===== config.mk =====
export PLATFORM = sky130hd
export DESIGN_NAME = sorted_priority_queue
export DESIGN_NICKNAME = d
export VERILOG_FILES = /design/src/rtl/spq_pkg.sv /design/src/rtl/sorted_priority_queue.sv /design/src/rtl/spq_cell.sv
export SDC_FILE = /design/constraint.sdc
export NUM_CORES = 1
export LEC_CHECK = 0
export BUFFER_PORTS_ARGS = -buffer_cell sky130_fd_sc_hd__clkbuf_2
export CAP_MARGIN = 20
export CORE_MARGIN = 8
export CORE_UTILIZATION = 30
export DETAILED_ROUTE_END_ITERATION = 8
export PLACE_DENSITY_LB_ADDON = 0.3
export REMOVE_ABC_BUFFERS = 1
export SLEW_MARGIN = 20
export SYNTH_ARGS = -nofsm -noshare
export SYNTH_HDL_FRONTEND = slang
export SYNTH_SLANG_ARGS = --single-unit
export TNS_END_PERCENT = 10

===== constraint.sdc =====
create_clock -name clk -period 4 [get_ports clk]
set_input_delay 0.8 -clock clk [delete_from_list [all_inputs] [get_ports clk]]
set_output_delay 0.8 -clock clk [all_outputs]
set_load 0.02 [all_outputs]

===== src/rtl/spq_pkg.sv =====
// ----------------------------------------------------------------------------
// spq_pkg
// Shared types and codes for the sorted priority queue: command and response
// words, status codes and the per-cycle control word sent to every cell.
// ----------------------------------------------------------------------------
package spq_pkg;

    localparam int KEY_W    = 8;
    localparam int TAG_W    = 16;
    localparam int OCC_W    = 5;
    localparam int STATUS_W = 2;

    typedef enum logic [STATUS_W-1:0] {
        ST_ENQUEUED = 2'd0,
        ST_DEQUEUED = 2'd1,
        ST_EMPTY    = 2'd2,
        ST_FULL     = 2'd3
    } status_t;

    typedef enum logic {
        KIND_ENQ = 1'b0,
        KIND_DEQ = 1'b1
    } kind_t;

    typedef struct packed {
        kind_t                   kind;
        logic signed [KEY_W-1:0] key;
        logic [TAG_W-1:0]        tag;
    } cmd_word_t;

    typedef struct packed {
        status_t                 status;
        logic signed [KEY_W-1:0] out_key;
        logic [TAG_W-1:0]        out_tag;
        logic [OCC_W-1:0]        occupancy;
    } rsp_word_t;

    // Broadcast to the whole chain each cycle.
    typedef struct packed {
        logic                    enq;
        logic                    deq;
        logic signed [KEY_W-1:0] key;
        logic [TAG_W-1:0]        tag;
    } cell_ctrl_t;

endpackage


===== src/rtl/sorted_priority_queue.sv =====
// ----------------------------------------------------------------------------
// sorted_priority_queue
// Bounded priority queue kept in ascending key order in a chain of cells.
// ----------------------------------------------------------------------------
// Usage:
//   Command channel: drive cmd and raise start; the word is taken on any
//   rising edge with start high and busy low. busy stays low, so one command
//   may be issued every cycle.
//   kind enqueue inserts (key, tag) after all held entries with key <= key;
//   kind dequeue removes the head (smallest key, oldest among equals).
//   Response channel: rsp is valid for exactly one cycle with done high,
//   registered at the edge that takes the command. The receiver cannot stall;
//   results must be taken in that cycle.
//   Throughput 1 command per cycle. All cells compare the new key in
//   parallel and shift one place in the same cycle, so the rate is set by
//   one key compare plus a four-way select per cell.
//   Reset (rst_n low, async) empties the queue and clears done. Cell
//   contents are not reset; slots at or above the count are never read.
//   Enqueue when full returns status full; dequeue when empty returns
//   status empty; neither changes the queue.
// ----------------------------------------------------------------------------
module sorted_priority_queue
    import spq_pkg::*;
#(
    parameter int DEPTH = 16
)
(
    input  logic      clk,
    input  logic      rst_n,
    input  logic      start,
    output logic      busy,
    input  cmd_word_t cmd,
    output logic      done,
    output rsp_word_t rsp
);

    localparam int CNT_W = $clog2(DEPTH + 1);

    logic [CNT_W-1:0] count_reg, count_next;
    logic             done_reg, done_next;
    rsp_word_t        rsp_reg, rsp_next;

    logic                    accept, full, empty;
    cell_ctrl_t              ctrl;
    logic                    ins_v    [DEPTH];
    logic signed [KEY_W-1:0] key_v    [DEPTH];
    logic [TAG_W-1:0]        tag_v    [DEPTH];

    assign busy   = 1'b0;
    assign accept = start && !busy;
    assign full   = (count_reg == CNT_W'(DEPTH));
    assign empty  = (count_reg == '0);

    assign ctrl.enq = accept && (cmd.kind == KIND_ENQ) && !full;
    assign ctrl.deq = accept && (cmd.kind == KIND_DEQ) && !empty;
    assign ctrl.key = cmd.key;
    assign ctrl.tag = cmd.tag;

    genvar i;
    generate
        for (i = 0; i < DEPTH; i++)
        begin : g_cell
            logic                    l_ins;
            logic signed [KEY_W-1:0] l_key;
            logic [TAG_W-1:0]        l_tag;
            logic                    r_has;
            logic signed [KEY_W-1:0] r_key;
            logic [TAG_W-1:0]        r_tag;

            if (i == 0)
            begin : g_head
                assign l_ins = 1'b0;
                assign l_key = '0;
                assign l_tag = '0;
            end
            else
            begin : g_mid
                assign l_ins = ins_v[i-1];
                assign l_key = key_v[i-1];
                assign l_tag = tag_v[i-1];
            end

            if (i == DEPTH - 1)
            begin : g_tail
                assign r_has = 1'b0;
                assign r_key = '0;
                assign r_tag = '0;
            end
            else
            begin : g_body
                assign r_has = 1'b1;
                assign r_key = key_v[i+1];
                assign r_tag = tag_v[i+1];
            end

            spq_cell u_cell (
                .clk         (clk),
                .ctrl        (ctrl),
                .occupied    (CNT_W'(i) < count_reg),
                .left_ins    (l_ins),
                .left_key    (l_key),
                .left_tag    (l_tag),
                .has_right   (r_has),
                .right_key   (r_key),
                .right_tag   (r_tag),
                .ins_here    (ins_v[i]),
                .key         (key_v[i]),
                .tag         (tag_v[i])
            );
        end
    endgenerate

    always_comb
    begin
        count_next = count_reg;
        done_next  = accept;
        rsp_next   = rsp_reg;
        if (accept)
        begin
            rsp_next.out_key = '0;
            rsp_next.out_tag = '0;
            unique case (cmd.kind)
                KIND_ENQ:
                begin
                    if (full)
                        rsp_next.status = ST_FULL;
                    else
                    begin
                        rsp_next.status = ST_ENQUEUED;
                        count_next      = count_reg + CNT_W'(1);
                    end
                end
                KIND_DEQ:
                begin
                    if (empty)
                        rsp_next.status = ST_EMPTY;
                    else
                    begin
                        rsp_next.status  = ST_DEQUEUED;
                        rsp_next.out_key = key_v[0];
                        rsp_next.out_tag = tag_v[0];
                        count_next       = count_reg - CNT_W'(1);
                    end
                end
                default: rsp_next.status = ST_EMPTY;
            endcase
            rsp_next.occupancy = OCC_W'(count_next);
        end
    end

    always_ff @(posedge clk or negedge rst_n)
    begin
        if (!rst_n)
        begin
            count_reg <= '0;
            done_reg  <= 1'b0;
        end
        else
        begin
            count_reg <= count_next;
            done_reg  <= done_next;
        end
    end

    always_ff @(posedge clk)
    begin
        rsp_reg <= rsp_next;
    end

    assign done = done_reg;
    assign rsp  = rsp_reg;

endmodule


===== src/rtl/spq_cell.sv =====
// ----------------------------------------------------------------------------
// spq_cell
// One slot of the sorted chain. Holds a key and tag; on insert it keeps its
// entry, takes the new one, or takes its left neighbor's; on removal it takes
// its right neighbor's.
// ----------------------------------------------------------------------------
module spq_cell
    import spq_pkg::*;
(
    input  logic                    clk,
    input  cell_ctrl_t              ctrl,
    input  logic                    occupied,
    input  logic                    left_ins,
    input  logic signed [KEY_W-1:0] left_key,
    input  logic [TAG_W-1:0]        left_tag,
    input  logic                    has_right,
    input  logic signed [KEY_W-1:0] right_key,
    input  logic [TAG_W-1:0]        right_tag,
    output logic                    ins_here,
    output logic signed [KEY_W-1:0] key,
    output logic [TAG_W-1:0]        tag
);

    logic signed [KEY_W-1:0] key_reg, key_next;
    logic [TAG_W-1:0]        tag_reg, tag_next;

    // new word lands at or before this slot; strict compare keeps FIFO order on ties
    assign ins_here = !occupied || (ctrl.key < key_reg);
    assign key      = key_reg;
    assign tag      = tag_reg;

    always_comb
    begin
        key_next = key_reg;
        tag_next = tag_reg;
        if (ctrl.enq && ins_here)
        begin
            if (left_ins)
            begin
                key_next = left_key;
                tag_next = left_tag;
            end
            else
            begin
                key_next = ctrl.key;
                tag_next = ctrl.tag;
            end
        end
        else if (ctrl.deq && has_right)
        begin
            key_next = right_key;
            tag_next = right_tag;
        end
    end

    always_ff @(posedge clk)
    begin
        key_reg <= key_next;
        tag_reg <= tag_next;
    end

endmodule


### Yosys cells after proc, flatten, opt, wreduce, memory -nomap -nowiden

Index checks and enable logic that the tools add are counted.

* output and inout port bits: 33
* input port bits: 28
* register bits after elaboration: 421

* bitwise gates (word level): 1
* magnitude comparators: 32
* equality and inequality tests: 1
* $add $sub $neg: 2
* reductions and logical operators: 71
* muxes and demuxes: 96

Operators with widths (count)
* $mux W16: 45
* $mux W8: 45
* $lt A8 B8 Y1: 16
* $lt A4 B5 Y1 const A: 8
* $reduce_bool A2 Y1: 15
* $logic_and A1 B1 Y1: 20
* $lt A3 B5 Y1 const A: 4
* $logic_not A1 Y1: 18
* $logic_or A1 B1 Y1: 16
* $lt A1 B5 Y1 const A: 2
* $lt A2 B5 Y1 const A: 2
* $mux W5: 2
* $pmux W5 S2: 1
* $add A5 B1 Y5 const B: 1
* $eq A5 B5 Y1 const B: 1
* $logic_not A5 Y1: 1
* $sub A5 B1 Y5 const B: 1
* $mux W2: 2
* $pmux W2 S2: 1
* $reduce_or A2 Y1: 1
* $not A1 Y1: 1

### Depth between registers and ports, before layout

* word-level depth: 5
* depth in mapped cells: 11
* depth with buffers taken out: 8

### Modules after synthesis

A second synthesis with hierarchy kept.

* cells, all modules: 1926
* area total of the unflattened synthesis: 27655.3 um^2

Modules (own cells, without submodules)
* spq_cell: cells an instance 110, area an instance 1610.3 um^2, instances 16
* sorted_priority_queue: cells an instance 166, area an instance 1890.6 um^2, instances 1

### Least setup slack after synthesis

OpenSTA, ideal clock, no wires.

* path type: input to register
* start: input cmd[16] (netlist name)
* end: register g_cell[15].u_cell.key_reg[0] (enable)
* required time: 3.580 ns
* path buffers: 2
* cell stages on the path: 8
* data arrival time: 3.051 ns
* library setup time: 0.420 ns
* path slack: 0.529 ns
* path through: buf_4 -> buf_2 -> nand2b_1 -> a21o_1 -> a21o_1 -> a21oi_1 -> o21ai_0 -> a31oi_1

* word-level cells in the longest chain between the ends: 3

Ends and longest elaborated chain
* start: declaration: line sorted_priority_queue.sv:32 `input cmd_word_t cmd,`
* $lt A8 B8 Y1: line spq_cell.sv:28 `assign ins_here = !occupied || (ctrl.key < key_reg);`
* $logic_or A1 B1 Y1: line spq_cell.sv:28
* $logic_and A1 B1 Y1: line spq_cell.sv:36 `if (ctrl.enq && ins_here)`
* end signal: assignment: line spq_cell.sv:58 `key_reg <= key_next;`
* end: declaration: line spq_cell.sv:24 `logic signed [KEY_W-1:0] key_reg, key_next;`

Every way passes these cells.
A chain may end at the register's enable or synchronous reset.

### Worst setup path in the final report

* start: register count_reg[4]
* end: register g_cell[2].u_cell.tag_reg[3] (data pin)

* word-level cells in the longest chain between the ends: 5

Ends and longest elaborated chain
* start: declaration: line sorted_priority_queue.sv:39 `logic [CNT_W-1:0] count_reg, count_next;`
* start signal: assignment: line sorted_priority_queue.sv:160 `count_reg <= count_next;`
* $lt A1 B5 Y1 (tied with other cells): line sorted_priority_queue.sv:99 `.occupied (CNT_W'(i) < count_reg),`
* $logic_not A1 Y1, on equally long branches: line spq_cell.sv:28, sorted_priority_queue.sv:54
* $logic_or A1 B1 Y1 or $logic_and A1 B1 Y1 (tied branches): line spq_cell.sv:28, sorted_priority_queue.sv:54
* $mux W16 or $logic_and A1 B1 Y1 (tied branches): line spq_cell.sv:38, spq_cell.sv:36
* $mux W16 (*): line spq_cell.sv:36
* via g_cell[2].u_cell.tag_next[3]: line spq_cell.sv:25 `logic [TAG_W-1:0] tag_reg, tag_next;`
* end signal: assignment: line spq_cell.sv:59 `tag_reg <= tag_next;`
* end: declaration: line spq_cell.sv:25

The timed path passes the listed nets; every way through them passes the cells marked *.

==> qor.yml <==
clock_tree:
  cts_setup_buffers: 0
  clkTransAtPathRegs_ns: 0.06
  cts_resized: 0
  cts_tree: "yes"
  root_buffer: "clkbuf_16"
  ctsHoldBuffers: 1
  cts_num_sinks: 421
  insertion_delay_ns: 0.59
  cts_buffers: 47
  cts_buffer_depth: 3
  htreeDepth: 2
layout:
  layout_common_cells: "edfxtp_1, mux2i_1, nor2_1"
  fillers: 8191
  area_delta_synth_final_pct: 13.0
  final_cells: 3434
  drive_gt1_frac: 0.137
  final_common_cell: "edfxtp_1"
  largest_reg_flops: 256
  nets: 2471
power_and_ir_drop:
  leakagePower_nw: 11.5
  power_density_mw_per_mm2: 723
  clkPwrFrac: 0.209
  seqPwrFrac: 0.384
  swShare: 0.374
  p_comb_frac: 0.407
  ir_worst_vdd_mv: 0.392
  internal-power_mw: 12.6
  power.switching_mw: 7.54
detailed_routing:
  ant_nets: 0
  drt_iter0_drc: 1308
  dr.pass1.iters: 5
  wirelength_mm: 63.2
  vias_per_cell: 5.04
  wl_per_cell_microns: 18.4
  vias: 17295
  drc: 0
die:
  dieArea_sq_mm: 0.0919
  die_y_microns: 303
  pin_count: 61
  start_util: 0.302
  die_x_microns: 303
  rows: 105
  core_area_sq_mm: 0.0818
sta:
  max_clock_freq_mhz: 303
  period_share: 0.824
  final.setup_skew_ns: 0.0292
  setup_viol: 0
  drv_slew: 0
  hold_viol: 0
  slew_headroom: 0.385
  worst_slack_ns: 0.704
  rsz0062_at_grt: "false"
  post-route-min-period_ns: 3.30
  tightestPinTransition_ns: 0.917
global_routing:
  grt_first_pass_wirelength_mm: 100
  grt_usage: 0.135
  grt_max_degree: 49
  antenna_found_initial: 1
  grt_overflow: 0
  grt_pass1_vias: 17482
synthesis:
  ys_types: 74
  ys_warn_count: 0
  syn-cell-area_sq_mm: 0.0247
  syn_inst: 2303
  ys_ff_latch: 421
  synthArstFlopShare: 0.0143
  postSynthAreaPerCell_sq_um: 10.7
  synth_edf_count: 415
  yosys_most_used_dff: "edfxtp_1"
  seq_area_frac_synth: 0.510
placed_design:
  dp_hpwl_mm: 47.2
  dpl.cell_count: 3347
  io_buffer_count: 59
  dp_slack_ns: 0.353
  place.gp.congestion: 0.871
critical_path:
  worst_setup_path_end_kind: "register"
  worst_ep_required_time_ns: 4.31
  crit_path_max_fanout: 20
  path_class: "register to register"
  cp-start-kind: "register"
  cp.arrival_ns: 3.61
job:
  max_cap_violations: 0
worst_hold_path:
  min_path_type: "register to register"
outcome:
  outcome: "finished, final reports clean"
==> per-layer routing <==
layer,GRT usage,up-vias,wire length (microns)
met5,0,-,0
met4,0.0408,0,1460
met3,0.0219,90,3180
met2,0.215,405,28200
met1,0.188,8361,30400
li1,-,8439,-
==> area by class of cell <==
class / instances / area [sq um] / share of cell area
Tap cell: 1070 / 1340 / 0.0479
Sequential cell: 421 / 12600 / 0.451
Timing Repair Buffer: 158 / 1150 / 0.0413
Inverter: 132 / 495 / 0.0177
Clock inverter: 25 / 230 / 0.00824
Clock buffer: 60 / 1220 / 0.0438
Antenna cell: 1 / 2.50 / 0.0000896
Multi-Input combinational cell: 1567 / 10900 / 0.390
==> synth_stat cells, types with 23 or more instances <==
master	number	area [sq um]
edfxtp_1	415	12500
inv_1	132	495
mux2i_1	279	2790
ha_1	116	1450
nand2b_1	23	144
mux2_2	62	698
buf_2	49	245
clkbuf_1	106	398
o22ai_1	25	156
o31ai_1	23	173
a31oi_1	34	213
o21ai_0	169	846
a21oi_1	199	996
nor2_1	255	957
nand2_1	181	679
==> stage by stage <==
stage	total power, mW	util	hold WS, ns	TNS [ns]	area, sq um
floorplan	13.4	-	0.495	-230.79	23800
global placement	15.8	0.323	0.502	0	26500
detailed placement	16.1	0.323	0.503	0	26500
CTS	20.4	0.341	0.523	0	27900
global route	21.5	0.341	0.531	0	27900
finish	20.2	0.341	0.524	0	27900
==> final timing paths <==
path	start	end	slack, ns	cells past startpoint
setup / recovery	count_reg[4]	g_cell[2].u_cell.tag[3]	0.70	6
hold / removal	g_cell[15].u_cell.tag[1]	g_cell[14].u_cell.tag[1]	0.52	2
setup reg to reg	count_reg[4]	g_cell[2].u_cell.tag[3]	0.70	6
hold reg to reg	g_cell[15].u_cell.tag[1]	g_cell[14].u_cell.tag[1]	0.52	2
max in group asynchronous	rst_n	done	3.28	2
min in group asynchronous	rst_n	count_reg[4]	0.57	2
==> worst max-delay path, stage by stage (launching register included) <==
cell and delay [ns]:
dfrtp_1 0.69, nor3_2 0.83, o21ai_0 0.44, nand3_1 0.44, buf_12 0.24, mux2i_1 0.24, o21ai_0 0.10
==> logic make-up after synthesis <==
logic type      synth area share
flops                      0.510
fa+ha+maj                 0.0587
simple gates              0.0911
compound gates             0.134
buf+inv                   0.0563
mux                        0.149
other cells             0.000152
xor+xnor                 0.00142
==> power by group through the flow <==
stage	Clock, mW	Sequential (mW)	Combinational [mW]
2_1_floorplan	0	7.50	5.87
5_1_grt	4.52	7.89	9.10
6_report	4.23	7.74	8.22
3_5_place_dp	0	7.81	8.25
3_3_place_gp	0	7.78	8.05
4_1_cts	4.37	7.74	8.27
Note: power is estimated with default switching activity, not from simulation.
